==> src/rtl/dpx_pkg.sv <==
// ----------------------------------------------------------------------------
// dpx_pkg
// Types and constants shared by the filled sample unpacker modules.
// ----------------------------------------------------------------------------
`default_nettype none

package dpx_pkg;

  // Component rotation
  localparam int COMPONENTS = 3;
  localparam int COMP_W     = 2;

  // Sample and word widths
  localparam int WORD_W   = 32;
  localparam int SAMPLE_W = 16;
  localparam int MAX_SAMP = 4;
  localparam int IDX_W    = 2;

  // Queue between front and back
  localparam int QUEUE_DEPTH = 2;
  localparam int QPTR_W      = 1;
  localparam int QCNT_W      = 2;

  // Configuration register indexes
  localparam logic CFG_BYTE_ORDER  = 1'b0;
  localparam logic CFG_SAMPLE_BITS = 1'b1;

  // Sample size codes
  typedef enum logic [1:0] {
    MODE_8  = 2'd0,
    MODE_10 = 2'd1,
    MODE_12 = 2'd2,
    MODE_16 = 2'd3
  } sample_mode_t;

  // One classified word: its samples, index of final sample, frame end flag
  typedef struct packed {
    logic [MAX_SAMP-1:0][SAMPLE_W-1:0] samples;
    logic [IDX_W-1:0]                  last_idx;
    logic                              frame_end;
  } entry_t;

  // Queue fill status
  typedef struct packed {
    logic full;
    logic empty;
  } q_stat_t;

  // Component index that follows c
  function automatic logic [COMP_W-1:0] next_comp(input logic [COMP_W-1:0] c);
    logic [COMP_W:0] inc;
    inc = {1'b0, c} + (COMP_W+1)'(1);
    if (inc >= (COMP_W+1)'(COMPONENTS)) begin
      return '0;
    end
    return inc[COMP_W-1:0];
  endfunction

endpackage

`default_nettype wire

==> src/rtl/dpx_queue.sv <==
// ----------------------------------------------------------------------------
// dpx_queue
// Two-entry queue of classified words between front and back.
// ----------------------------------------------------------------------------
`default_nettype none

module dpx_queue import dpx_pkg::*; (
  input  wire logic   clk,
  input  wire logic   rst,
  input  wire logic   push,
  input  wire entry_t wr_entry,
  input  wire logic   pop,
  output entry_t      rd_entry,
  output q_stat_t     stat
);

  entry_t              slots [QUEUE_DEPTH];
  logic [QPTR_W-1:0]   wr_ptr;
  logic [QPTR_W-1:0]   rd_ptr;
  logic [QCNT_W-1:0]   count;

  // Write the slot at the write pointer
  always_ff @(posedge clk) begin
    if (push) begin
      slots[wr_ptr] <= wr_entry;
    end
  end

  // Advance pointers and fill count
  always_ff @(posedge clk) begin
    if (rst) begin
      wr_ptr <= '0;
      rd_ptr <= '0;
      count  <= '0;
    end else begin
      if (push) begin
        wr_ptr <= wr_ptr + QPTR_W'(1);
      end
      if (pop) begin
        rd_ptr <= rd_ptr + QPTR_W'(1);
      end
      unique case ({push, pop})
        2'b10:   count <= count + QCNT_W'(1);
        2'b01:   count <= count - QCNT_W'(1);
        default: count <= count;
      endcase
    end
  end

  assign rd_entry   = slots[rd_ptr];
  assign stat.full  = (count == QCNT_W'(QUEUE_DEPTH));
  assign stat.empty = (count == '0);

endmodule

`default_nettype wire

==> src/rtl/dpx_front.sv <==
// ----------------------------------------------------------------------------
// dpx_front
// Holds configuration, accepts data words and splits them into samples.
// ----------------------------------------------------------------------------
`default_nettype none

module dpx_front import dpx_pkg::*; (
  input  wire logic              clk,
  input  wire logic              rst,
  input  wire logic              cfg_write,
  input  wire logic              cfg_index,
  input  wire logic [1:0]        cfg_data,
  input  wire logic              in_valid,
  output logic                   in_stall,
  input  wire logic [WORD_W-1:0] data_word,
  input  wire logic              last_word,
  input  wire q_stat_t           stat,
  output logic                   push,
  output entry_t                 wr_entry
);

  logic         byte_order;
  sample_mode_t mode;
  logic [7:0]   b0, b1, b2, b3;
  logic [WORD_W-1:0] w;

  // Configuration registers
  always_ff @(posedge clk) begin
    if (rst) begin
      byte_order <= 1'b0;
      mode       <= MODE_10;
    end else if (cfg_write) begin
      unique case (cfg_index)
        CFG_BYTE_ORDER:  byte_order <= cfg_data[0];
        CFG_SAMPLE_BITS: mode       <= sample_mode_t'(cfg_data);
        default:         ;
      endcase
    end
  end

  // Accept a word whenever the queue has room
  assign in_stall = stat.full;
  assign push     = in_valid && !stat.full;

  // Assemble the word in file byte order
  assign b0 = data_word[7:0];
  assign b1 = data_word[15:8];
  assign b2 = data_word[23:16];
  assign b3 = data_word[31:24];
  assign w  = byte_order ? data_word : {b0, b1, b2, b3};

  // Split into samples by size
  always_comb begin
    wr_entry           = '0;
    wr_entry.frame_end = last_word;
    unique case (mode)
      MODE_8: begin
        wr_entry.samples[0] = {8'h00, b0};
        wr_entry.samples[1] = {8'h00, b1};
        wr_entry.samples[2] = {8'h00, b2};
        wr_entry.samples[3] = {8'h00, b3};
        wr_entry.last_idx   = IDX_W'(3);
      end
      MODE_10: begin
        wr_entry.samples[0] = {6'h00, w[31:22]};
        wr_entry.samples[1] = {6'h00, w[21:12]};
        wr_entry.samples[2] = {6'h00, w[11:2]};
        wr_entry.last_idx   = IDX_W'(2);
      end
      MODE_12: begin
        wr_entry.samples[0] = {4'h0, w[31:20]};
        wr_entry.samples[1] = {4'h0, w[15:4]};
        wr_entry.last_idx   = IDX_W'(1);
      end
      MODE_16: begin
        wr_entry.samples[0] = byte_order ? w[15:0] : w[31:16];
        wr_entry.samples[1] = byte_order ? w[31:16] : w[15:0];
        wr_entry.last_idx   = IDX_W'(1);
      end
      default: ;
    endcase
  end

endmodule

`default_nettype wire

==> src/rtl/dpx_back.sv <==
// ----------------------------------------------------------------------------
// dpx_back
// Emits queued samples one per cycle, unless the output is stalled, with their component index.
// ----------------------------------------------------------------------------
`default_nettype none

module dpx_back import dpx_pkg::*; (
  input  wire logic          clk,
  input  wire logic          rst,
  input  wire entry_t        rd_entry,
  input  wire q_stat_t       stat,
  output logic               pop,
  output logic               out_valid,
  input  wire logic          out_stall,
  output logic [SAMPLE_W-1:0] sample,
  output logic [COMP_W-1:0]  component,
  output logic               last
);

  logic [IDX_W-1:0]  idx;
  logic [COMP_W-1:0] comp_cnt;
  logic              can_load;
  logic              emit;
  logic              final_samp;

  assign can_load   = !out_valid || !out_stall;
  assign emit       = can_load && !stat.empty;
  assign final_samp = (idx == rd_entry.last_idx);
  assign pop        = emit && final_samp;

  // Advance sample index and component rotation
  always_ff @(posedge clk) begin
    if (rst) begin
      idx       <= '0;
      comp_cnt  <= '0;
      out_valid <= 1'b0;
    end else begin
      if (can_load) begin
        out_valid <= emit;
      end
      if (emit) begin
        idx <= final_samp ? '0 : idx + IDX_W'(1);
        if (final_samp && rd_entry.frame_end) begin
          comp_cnt <= '0;
        end else begin
          comp_cnt <= next_comp(comp_cnt);
        end
      end
    end
  end

  // Load the output register
  always_ff @(posedge clk) begin
    if (emit) begin
      sample    <= rd_entry.samples[idx];
      component <= comp_cnt;
      last      <= final_samp && rd_entry.frame_end;
    end
  end

endmodule

`default_nettype wire

==> src/rtl/dpx_filled_sample_unpacker.sv <==
// ----------------------------------------------------------------------------
// dpx_filled_sample_unpacker
// Unpacks filled DPX data words into R/G/B tagged samples.
// ----------------------------------------------------------------------------
// Each accepted 32-bit word yields four 8-bit, three 10-bit, two 12-bit or
// two 16-bit samples, delivered one per cycle while the output is not
// stalled, from a single output register. The front end takes a word in
// the cycle it arrives while a two-entry queue has room, so input and
// output stall independently; the first sample of a word passes through
// the queue slot and then the output register. Configuration is sampled
// per word and must only be written while the block is idle.
`default_nettype none

module dpx_filled_sample_unpacker import dpx_pkg::*; (
  input  wire logic                clk,
  input  wire logic                rst,
  input  wire logic                cfg_write,
  input  wire logic                cfg_index,
  input  wire logic [1:0]          cfg_data,
  input  wire logic                in_valid,
  output logic                     in_stall,
  input  wire logic [WORD_W-1:0]   data_word,
  input  wire logic                last_word,
  output logic                     out_valid,
  input  wire logic                out_stall,
  output logic [SAMPLE_W-1:0]      sample,
  output logic [COMP_W-1:0]        component,
  output logic                     last
);

  q_stat_t stat;
  entry_t  wr_entry;
  entry_t  rd_entry;
  logic    push;
  logic    pop;

  dpx_front u_front (
    .clk       (clk),
    .rst       (rst),
    .cfg_write (cfg_write),
    .cfg_index (cfg_index),
    .cfg_data  (cfg_data),
    .in_valid  (in_valid),
    .in_stall  (in_stall),
    .data_word (data_word),
    .last_word (last_word),
    .stat      (stat),
    .push      (push),
    .wr_entry  (wr_entry)
  );

  dpx_queue u_queue (
    .clk      (clk),
    .rst      (rst),
    .push     (push),
    .wr_entry (wr_entry),
    .pop      (pop),
    .rd_entry (rd_entry),
    .stat     (stat)
  );

  dpx_back u_back (
    .clk       (clk),
    .rst       (rst),
    .rd_entry  (rd_entry),
    .stat      (stat),
    .pop       (pop),
    .out_valid (out_valid),
    .out_stall (out_stall),
    .sample    (sample),
    .component (component),
    .last      (last)
  );

endmodule

`default_nettype wire

==> config.mk <==
export PLATFORM = sky130hd
export DESIGN_NAME = dpx_filled_sample_unpacker
export DESIGN_NICKNAME = d
export VERILOG_FILES = /design/src/rtl/dpx_pkg.sv /design/src/rtl/dpx_queue.sv /design/src/rtl/dpx_front.sv /design/src/rtl/dpx_back.sv /design/src/rtl/dpx_filled_sample_unpacker.sv
export SDC_FILE = /design/constraint.sdc
export NUM_CORES = 1
export LEC_CHECK = 0
export BUFFER_PORTS_ARGS = -buffer_cell sky130_fd_sc_hd__buf_2
export CAP_MARGIN = 15
export CORE_UTILIZATION = 54
export DETAILED_ROUTE_END_ITERATION = 10
export MAX_ROUTING_LAYER = met4
export PLACE_DENSITY = 0.76
export SYNTH_ARGS = -nofsm -noshare
export SYNTH_HDL_FRONTEND = slang
export SYNTH_SLANG_ARGS = --single-unit
==> constraint.sdc <==
create_clock -name clk -period 3.04 [get_ports clk]
set_input_delay 0 -clock clk [delete_from_list [all_inputs] [get_ports clk]]
set_output_delay 0 -clock clk [all_outputs]
set_load 0.01 [all_outputs]
==> metrics.md, run 1 <==
| Metric | Value |
|---|---|
| Fin crit period | `2.53 ns` |
| Max frequency | `396 MHz` |
| Max-slew headroom | `34.5%` |
| Reg-to-reg endpoint | `u_front.byte_order$_SDFFE_PP0P_` |
| Post-DP Area | `6990 um^2` |
| LEAKAGE | `2.82 nW` |
| Die Wd | `112 um` |
| Syn_nets | `519` |
| Hold_sp | `data_word[19]` |
| RSZ-0062 raised after global routing | `false` |
| CP Capture Type | `flip-flop` |
| Syn Area/Cell | `13.7 um^2` |
| Seq/Total Area, Yosys | `61.2%` |
| Most common cell after layout, fill and taps aside | `edfxtp_1` |
| Yosys reg bits | `138` |
| Hpwl dp | `9580 um` |
| Post-synth ARST share | `0%` |
| Worst-Skew Late Latency | `0.42 ns` |
| Maximum clock insertion buffer count | `2` |
| Vias after detailed routing | `4354` |
| Failing checks | `DRC` |
| Post-layout worst setup margin | `0.512 ns` |
| Fin area | `7750 um^2` |
| Met1 Use GR | `28.0%` |
| Reg2Reg Launch Point | `u_front.byte_order$_SDFFE_PP0P_` |
| Reg clk slew, reported paths | `0.06 ns` |
| Layout area overhead | `18.2%` |
| WS Path Type | `flip-flop to flip-flop` |
| Cell Area, Synth | `6560 um^2` |
| Grt total ovfl | `0` |
| Synth Instances | `477` |
| Count of different cell masters after synthesis | `47` |
| Worst slew pin tran | `0.978 ns` |
| Critical-path maximum fanout | `49` |
| CTS root buffer | `clkbuf_16` |
| All-Layer GR Usage | `24.7%` |
| GPL Wtd Cong | `0.909` |
| 1st-iter DRT viols | `294` |
| Most frequent cells in the layout | `125 x edfxtp_1, 61 x buf_2, 58 x nand2_1` |
| Max_cap viols | `0` |
| CTS tree | `built` |
| Flop2flop setup slack | `0.51 ns` |
| Vias per cell | `6.09` |
| Ant diodes | `0` |
| Global-route wire length before repair | `22000 um` |
| Final WL | `14200 um` |
| Setup Buffers After CTS | `0` |
| Maximum VDD drop | `0.406 mV` |
| Syn. warnings | `0` |
| CTS buffer count | `17` |
| IO Port Bufs | `61` |
| Final-report max-slew violation count | `0` |
| DRT Pass-1 Iters | `10` |
| Routed Antenna Nets | `0` |
| Final Net Count | `602` |
| Clk_skew | `0.00806 ns` |
| Routing usage on met3 | `6.26%` |
| # DRC | `2` |
| Primary FF master, synth | `edfxtp_1` |
| Pwr Total | `5.61 mW` |
| Status | `finished, violations left` |
| R2R cell count | `5` |
| Worst hold slack | `0.0240 ns` |
| Final setup violation count | `0` |
| Die area | `12600 um^2` |
| CP required | `3.40 ns` |
| EDFF count, synth | `125` |
| Starting Density | `56.5%` |
| Layout cell share with drive strength beyond 1 | `23.3%` |
| Pre-CTS WS | `0.757 ns` |
| Final hold viol count | `0` |
| Arr. time, crit path | `2.89 ns` |
| PwrDens | `724 nW/um^2` |
| Clock sink total | `138` |
| Worst hold-check path type | `input port to flip-flop` |
| Core Rows | `39` |
| Setup TNS | `0 ns` |
| Number of global-route vias before repair | `4326` |
| CTS H-Tree Depth | `4` |
| Worst hold stages | `3` |
| Largest net degree at the start of global routing | `54` |
| Overall die height | `112 um` |
| Met2 Usage GRT | `41.9%` |
| WHS Endpoint | `u_queue.slots[1][38]$_DFFE_PP_` |
| IO Pins | `62` |
| Busiest layer in global routing | `met2` |
| Final Cycle Share | `83.2%` |
| Core ar. | `11600 um^2` |
| CP Launch Type | `flip-flop` |
| Initial antenna violation count | `0` |
| Routed len/inst | `19.9 um` |
## cell families (layout without fill, tap and decap cells)
kind of cell	Yosys count	in the layout	share of synthesized area (%)
simple gates	153	153	11.2
flops	138	138	61.2
compound gates	84	84	7.94
mux	55	55	15.5
buf+inv	41	136	3.15
xor+xnor	5	5	0.782
fa+ha+maj	1	1	0.191
## per-layer routing
metal | up-vias | share of wire, %
met1 | 2148 | 40
li1 | 2000 | -
met4 | 0 | 1.9
met3 | 25 | 6.1
met2 | 181 | 52
met5 | - | 0
## cells in the mapped netlist (all sizes together) (2+ instances only)
master    n  share of area, %
o211ai    8              0.92
o21ai    23               1.8
a21oi    25               1.9
and3      3              0.29
nor2b    11               1.0
mux2i    12               2.0
and2      8              0.76
mux2     13               2.2
xnor2     2              0.38
clkbuf   16               1.1
nand3    12              0.92
o31ai     2              0.23
nand2b   23               2.2
a211o     3              0.40
nor3      3              0.40
inv      10              0.57
xor2      3              0.40
or3       2              0.21
mux4     30                11
dfxtp    13               4.0
o22ai     3              0.29
nor2     30               1.7
a211oi   10               1.1
a311oi    4              0.53
nand2    58               3.3
edfxtp  125                57
buf      15               1.5
## registers in the layout, indices dropped and copies added, names as in the netlist, named ones only
register / count
u_back.comp_cnt: 2
u_back.component: 2
u_back.idx: 2
u_back.last: 1
u_back.out_valid: 1
u_back.sample: 16
u_front.byte_order: 1
u_front.mode: 2
u_queue.count: 2
u_queue.rd_ptr: 1
u_queue.slots: 106
u_queue.wr_ptr: 1
## worst max-delay path: stages, from the launching register on
cell and delay, ns:
dfxtp_2 0.86, buf_4 0.31, mux2i_1 0.08, dlygate4sd3_1 0.56
nor2_1 0.10, dlygate4sd3_1 0.55
## worst max path at each step
stage | startpoint | to | slack (ns) | cells after the start
2_1_floorplan | u_queue.count[0]$_SDFFE_PP0P_ | u_queue.slots[0][0]$_DFFE_PP_ | 0.60 | 3
6_report | u_front.byte_order$_SDFFE_PP0P_ | u_front.byte_order$_SDFFE_PP0P_ | 0.51 | 5
3_5_place_dp | u_queue.count[0]$_SDFFE_PP0P_ | u_back.comp_cnt[1]$_SDFFE_PP0P_ | 0.76 | 5
4_1_cts | u_front.byte_order$_SDFFE_PP0P_ | u_front.byte_order$_SDFFE_PP0P_ | 0.56 | 5
5_1_grt | u_front.byte_order$_SDFFE_PP0P_ | u_front.byte_order$_SDFFE_PP0P_ | 0.38 | 5
3_3_place_gp | u_queue.count[0]$_SDFFE_PP0P_ | u_back.comp_cnt[1]$_SDFFE_PP0P_ | 0.98 | 5
## report_power, final
group          leakage [nW]  internal [mW]  switching (mW)
clock network         0.263           1.19           0.722
registers              1.29           2.49           0.128
logic                  1.26          0.484           0.608
total                  2.82           4.16            1.46
## stage by stage
| step | std cells | util (%) |
|---|---|---|
| 2_1_floorplan | 477 | - |
| 3_3_place_gp | 662 | 60.2 |
| 3_5_place_dp | 662 | 60.2 |
| 4_1_cts | 715 | 66.7 |
| 5_1_grt | 715 | 66.7 |
| 6_report | 715 | 66.7 |
## repair_timing
action / CTS / global route
hold buffers: 22 / 0
hold endpoints to repair: 29 / 0
gates resized for setup: 0 / 0
## final cells by class
cell class                 count  area (um^2)
inverter                      10         37.5
timing repair buffer          95          628
tap                          143          179
multi-input combinational    298         2350
fill                         812         3860
clock buffer                  21          440
sequential                   138         4020
clock inverter                10          103
No activity file was read; power rests on OpenSTA's default activity.
==> run 2, diff against run 1 <==
- clock period: 3.04 -> 2.2 ns (I/O delays scaled with it)
==> metrics.md, run 2 (synthesis gave the netlist of run 1 again) <==
| Metric | Value |
|---|---|
| Failing checks | `DRC` |
| CTS H-Tree Depth | `4` |
| Reg-to-reg endpoint | `u_queue.count[1]$_SDFFE_PP0P_` |
| Reg clk slew, reported paths | `0.06 ns` |
| RSZ-0062 raised after global routing | `false` |
| Final setup violation count | `0` |
| Hpwl dp | `9090 um` |
| Post-layout worst setup margin | `0.0867 ns` |
| PwrDens | `1010 nW/um^2` |
| Max_cap viols | `0` |
| Core ar. | `11600 um^2` |
| CTS buffer count | `17` |
| Largest regs | `u_queue.slots x106, u_back.sample x16` |
| Clock sink total | `138` |
| CP required | `2.54 ns` |
| Overall die height | `112 um` |
| Setup TNS | `0 ns` |
| Grt total ovfl | `0` |
| Register name with the most flops | `u_queue.slots` |
| Critical-path maximum fanout | `14` |
| CP Capture Type | `flip-flop` |
| Vias per cell | `5.94` |
| Worst hold-check path type | `input port to flip-flop` |
| Maximum clock insertion buffer count | `2` |
| Worst-Skew Late Latency | `0.41 ns` |
| Final Cycle Share | `96.1%` |
| Worst hold stages | `3` |
| Area of the multi-input gates | `2350 um^2` |
| WS Path Type | `flip-flop to flip-flop` |
| Flop2flop setup slack | `0.09 ns` |
| Die area | `12600 um^2` |
| IO Pins | `62` |
| Most common cell after layout, fill and taps aside | `edfxtp_1` |
| Final-report max-slew violation count | `0` |
| Max frequency | `473 MHz` |
| Max-slew headroom | `60.1%` |
| Vias after detailed routing | `4319` |
| Routed Antenna Nets | `0` |
| Final WL | `13900 um` |
| Status | `finished, violations left` |
| Maximum VDD drop | `0.536 mV` |
| Arr. time, crit path | `2.45 ns` |
| Most frequent cells in the layout | `125 x edfxtp_1, 61 x buf_2, 58 x nand2_1` |
| # DRC | `5` |
| Hold_sp | `data_word[22]` |
| Filler Cells Inserted | `782` |
| Worst slew pin tran | `0.598 ns` |
| Largest net degree at the start of global routing | `54` |
| 1st-iter DRT viols | `332` |
| Number of flip-flops in the largest register | `106` |
| CP Launch Type | `flip-flop` |
| CTS root buffer | `clkbuf_16` |
| Global-route wire length before repair | `21800 um` |
| Ant diodes | `0` |
| Final Net Count | `613` |
| Clk_skew | `0.00800 ns` |
| Layout cell share with drive strength beyond 1 | `25.2%` |
| Starting Density | `56.5%` |
| Initial antenna violation count | `0` |
| IO Port Bufs | `61` |
| Number of global-route vias before repair | `4292` |
| Fin crit period | `2.11 ns` |
| CTS tree | `built` |
| Final hold viol count | `0` |
| Pre-CTS WS | `0.0903 ns` |
| R2R cell count | `7` |
| Setup Buffers After CTS | `0` |
| All-Layer GR Usage | `24.0%` |
| Die Wd | `112 um` |
| WHS Endpoint | `u_queue.slots[0][41]$_DFFE_PP_` |
| Routed len/inst | `19.2 um` |
| LEAKAGE | `2.91 nW` |
| GPL Wtd Cong | `0.926` |
| Layout area overhead | `21.0%` |
| Register Area | `4020 um^2` |
| DRT Pass-1 Iters | `8` |
| Core Rows | `39` |
## run 2: cell count changes in the layout (fill, tap and decap cells not counted), sizes merged
cell / before / now
buf: 73 / 82
clkinv: 7 / 6
inv: 10 / 11
bufinv: 2 / 3
dlygate4sd3: 22 / 23
clkbuf: 21 / 22
## run 2: power breakdown
group	internal, mW	leakage [nW]	total [mW]	switching (mW)
combinational	0.725	1.33	1.60	0.876
clock	1.78	0.283	2.80	1.02
sequential	3.43	1.29	3.58	0.152
total	5.93	2.91	7.98	2.05
## run 2: timing repair
item,4_1_cts,5_1_grt
endpoints found under the setup margin,0,2
endpoints found under the hold margin,31,0
hold buffers,23,0
resized for setup,0,2
## run 2: layout make-up
class / instances / area share (%)
clock buffers: 21 / 5.55
clock inverters: 11 / 1.85
inverters: 10 / 0.473
multi-input cells: 298 / 29.7
flip-flops and latches: 138 / 50.7
well taps: 143 / 2.26
repair buffers: 106 / 9.53
## run 2: metal layers
metal / global-route usage (%) / up-vias / wire [um]
met5: - / - / 0
met4: 8.36 / 0 / 206
met3: 4.91 / 18 / 869
met2: 41.0 / 178 / 7260
met1: 28.6 / 2099 / 5600
li1: - / 2024 / -
## run 2: worst max path at each step
stage                                         end  slack (ns)  depth (start not counted)
floorplan           u_queue.count[1]$_SDFFE_PP0P_        0.28                          6
global placement    u_queue.count[1]$_SDFFE_PP0P_        0.15                          7
detailed placement  u_queue.count[1]$_SDFFE_PP0P_        0.09                          7
CTS                 u_queue.count[1]$_SDFFE_PP0P_        0.07                          7
global route        u_queue.count[1]$_SDFFE_PP0P_       0.008                          7
finish              u_queue.count[1]$_SDFFE_PP0P_        0.09                          7
## run 2: per-stage QoR
step           hold slack, ns  cells  power (mW)  util, %  cell area [um^2]
2_1_floorplan          0.0989    477        4.64        -              6570
3_3_place_gp            0.203    671        5.11     61.0              7080
3_5_place_dp            0.208    671        5.18     61.0              7080
4_1_cts                0.0156    726        8.01     68.0              7900
5_1_grt                0.0504    727        8.30     68.3              7930
6_report               0.0403    727        7.98     68.3              7930
## run 2: worst max-delay path, stage by stage (launching register included)
cell	delay, ns
dfxtp_1	0.44
buf_12	0.22
mux2i_4	0.29
xnor2_2	0.13
nor3_4	0.18
ha_1	0.30
or3_1	0.36
a21oi_1	0.14
==> run 3, diff against run 2 <==
- ABC_AREA: default -> 1
- CORE_UTILIZATION: 54 -> 53
- CTS_CLUSTER_DIAMETER: default -> 150
- PLACE_DENSITY: 0.76 -> 0.74
==> metrics.md, run 3 <==
| Metric | Value |
|---|---|
| Syn_nets | `705` |
| # DRC | `3` |
| Final setup violation count | `0` |
| Pre-CTS WS | `0.283 ns` |
| Most frequent cells in the layout | `149 x nand2_1, 125 x edfxtp_1, 85 x nor2_1` |
| DRT Pass-1 Iters | `9` |
| PwrDens | `1150 nW/um^2` |
| Seq/Total Area, Yosys | `62.4%` |
| Status | `finished, violations left` |
| Final Net Count | `790` |
| CP Launch Type | `flip-flop` |
| WS Path Type | `flip-flop to flip-flop` |
| Clock sink total | `138` |
| Register Area | `4020 um^2` |
| Die Wd | `112 um` |
| Layout cell share with drive strength beyond 1 | `16.4%` |
| Final WL | `16200 um` |
| 1st-iter DRT viols | `598` |
| Most common cell after layout, fill and taps aside | `nand2_1` |
| Worst-Skew Late Latency | `0.41 ns` |
| Syn. warnings | `0` |
| Max_cap viols | `0` |
| Core ar. | `11600 um^2` |
| Maximum clock insertion buffer count | `2` |
| Resized cells post-CTS | `0` |
| Starting Density | `55.4%` |
| Final cell count without fillers | `904` |
| Core Rows | `39` |
| Cell Area, Synth | `6440 um^2` |
| Routed Antenna Nets | `0` |
| CP Capture Type | `flip-flop` |
| Arr. time, crit path | `2.24 ns` |
| Number of global-route vias before repair | `5006` |
| Post-synth top cells | `149 x nand2_1, 125 x edfxtp_1, 87 x nor2_1` |
| Initial antenna violation count | `0` |
| All-Layer GR Usage | `28.1%` |
| Ranking of synthesized cells by area | `edfxtp_1 58%, nand2_1 8.7%, o21ai_0 6.2%` |
| Max frequency | `514 MHz` |
| Clk_skew | `0.00568 ns` |
| Synth Instances | `663` |
| Area leader, netlist | `edfxtp_1` |
| CP required | `2.50 ns` |
| Vias per cell | `5.83` |
| Primary FF master, synth | `edfxtp_1` |
| Filler Cells Inserted | `911` |
| LEAKAGE | `3.10 nW` |
| Layout area overhead | `20.7%` |
| IO Pins | `62` |
| Synth top area share | `58.3%` |
| Count of different cell masters after synthesis | `32` |
| Critical-path maximum fanout | `17` |
| Global-route wire length before repair | `25900 um` |
| Vias after detailed routing | `5274` |
| Failing checks | `DRC` |
| Die area | `12600 um^2` |
| Cell with the most instances after synthesis | `nand2_1` |
| Hpwl dp | `10600 um` |
| Area of the multi-input gates | `2050 um^2` |
| Final Cycle Share | `88.4%` |
| CTS root buffer | `clkbuf_16` |
| CTS tree | `built` |
| Post-layout worst setup margin | `0.254 ns` |
| Final hold viol count | `0` |
| Register name with the most flops | `u_queue.slots` |
| IO Port Bufs | `61` |
| Largest regs | `u_queue.slots x106, u_back.sample x16` |
| Cells after DPL | `847` |
| GPL Wtd Cong | `0.967` |
| Routed len/inst | `17.9 um` |
| EDFF count, synth | `125` |
| Overall die height | `112 um` |
| Worst slew pin tran | `0.480 ns` |
| Reg clk slew, reported paths | `0.06 ns` |
| Maximum VDD drop | `0.686 mV` |
| RSZ-0062 raised after global routing | `false` |
| CTS H-Tree Depth | `4` |
| Worst hold-check path type | `input port to flip-flop` |
| Post-synth ARST share | `0%` |
| Number of flip-flops in the largest register | `106` |
| Final-report max-slew violation count | `0` |
| Grt total ovfl | `0` |
| Ant diodes | `0` |
| Yosys reg bits | `138` |
| Fin crit period | `1.95 ns` |
| Syn Area/Cell | `9.71 um^2` |
| Largest net degree at the start of global routing | `54` |
| Max-slew headroom | `68.0%` |
| CTS buffer count | `17` |
==> run 3: cell count changes after synthesis, moves of 17 or more <==
cell / previous run / this run
o21ai_1: 0 / 24
nand2_1: 58 / 149
o21ai_0: 23 / 80
nand2b_1: 23 / 0
nor2_1: 30 / 87
mux4_1: 17 / 0
inv_1: 10 / 43
==> run 3: routing by layer <==
| layer | up-vias | GRT usage [%] | wire length (um) | part of all wire [%] |
|---|---|---|---|---|
| met3 | 33 | 6.05 | 1510 | 9.3 |
| met1 | 2471 | 37.5 | 6750 | 42 |
| met4 | 0 | 9.87 | 316 | 2.0 |
| li1 | 2474 | - | - | - |
| met2 | 296 | 42.9 | 7590 | 47 |
| met5 | - | - | 0 | 0 |
==> run 3: through the flow <==
step / setup TNS, ns / instance area, um^2 / total power, mW / hold slack (ns) / util [%]
6_report: 0 / 7770 / 8.94 / 0.0153 / 66.9
5_1_grt: 0 / 7770 / 9.33 / 0.0117 / 66.9
4_1_cts: 0 / 7770 / 8.96 / 0.000855 / 66.9
3_5_place_dp: 0 / 6890 / 5.92 / 0.195 / 59.3
3_3_place_gp: 0 / 6890 / 5.86 / 0.191 / 59.3
2_1_floorplan: -19.95 / 6440 / 5.12 / 0.0989 / -
==> run 3: cell type report <==
| type | instances | share of cell area (%) |
|---|---|---|
| Sequential cell | 138 | 51.7 |
| Multi-Input combinational cell | 436 | 26.4 |
| Timing Repair Buffer | 101 | 8.92 |
| Clock buffer | 21 | 5.92 |
| Inverter | 54 | 2.64 |
| Tap cell | 143 | 2.30 |
| Clock inverter | 11 | 2.17 |
==> run 3: repair_timing <==
action | 4_1_cts | 5_1_grt
setup endpoints to repair | 0 | 0
endpoints found under the hold margin | 41 | 0
setup buffers | 0 | 0
hold buffers | 25 | 0
==> run 3: cell families (layout without fill, tap and decap cells) <==
kind of cell,Yosys count,after routing,synth area share [%]
adders and majority gates,1,1,0.194
AOI/OAI and AO/OA,172,172,15.1
xor gates and xnor gates,2,2,0.272
buffers and inverters,89,187,6.03
and+or+nand+nor,261,261,16.1
DFF,138,138,62.4
==> run 3: critical path: stages (launching register included) <==
cell and delay [ns]:
dfxtp_1 0.46, inv_4 0.14, nand2_1 0.11, nand2_1 0.05, nand2_1 0.06, nand2_1 0.09
nand3_2 0.11, inv_1 0.07, ha_1 0.30, a21oi_1 0.13, o21ai_0 0.12, o21ai_0 0.16
a21oi_1 0.05
==> run 3: power breakdown <==
| group | internal (mW) | switching (mW) |
|---|---|---|
| Sequential | 3.54 | 0.185 |
| Combinational | 0.713 | 1.49 |
| Clock | 1.96 | 1.06 |
==> run 3: worst paths after layout <==
check        slack, ns                             end  cells past startpoint                            start
max               0.25   u_queue.count[1]$_SDFFE_PP0P_                     12                        flip-flop
min               0.02  u_queue.slots[0][49]$_DFFE_PP_                      3                    data_word[28]
max reg2reg       0.25   u_queue.count[1]$_SDFFE_PP0P_                     12                        flip-flop
min reg2reg       0.48   u_back.component[0]$_DFFE_PP_                      0  u_back.comp_cnt[0]$_SDFFE_PP0P_
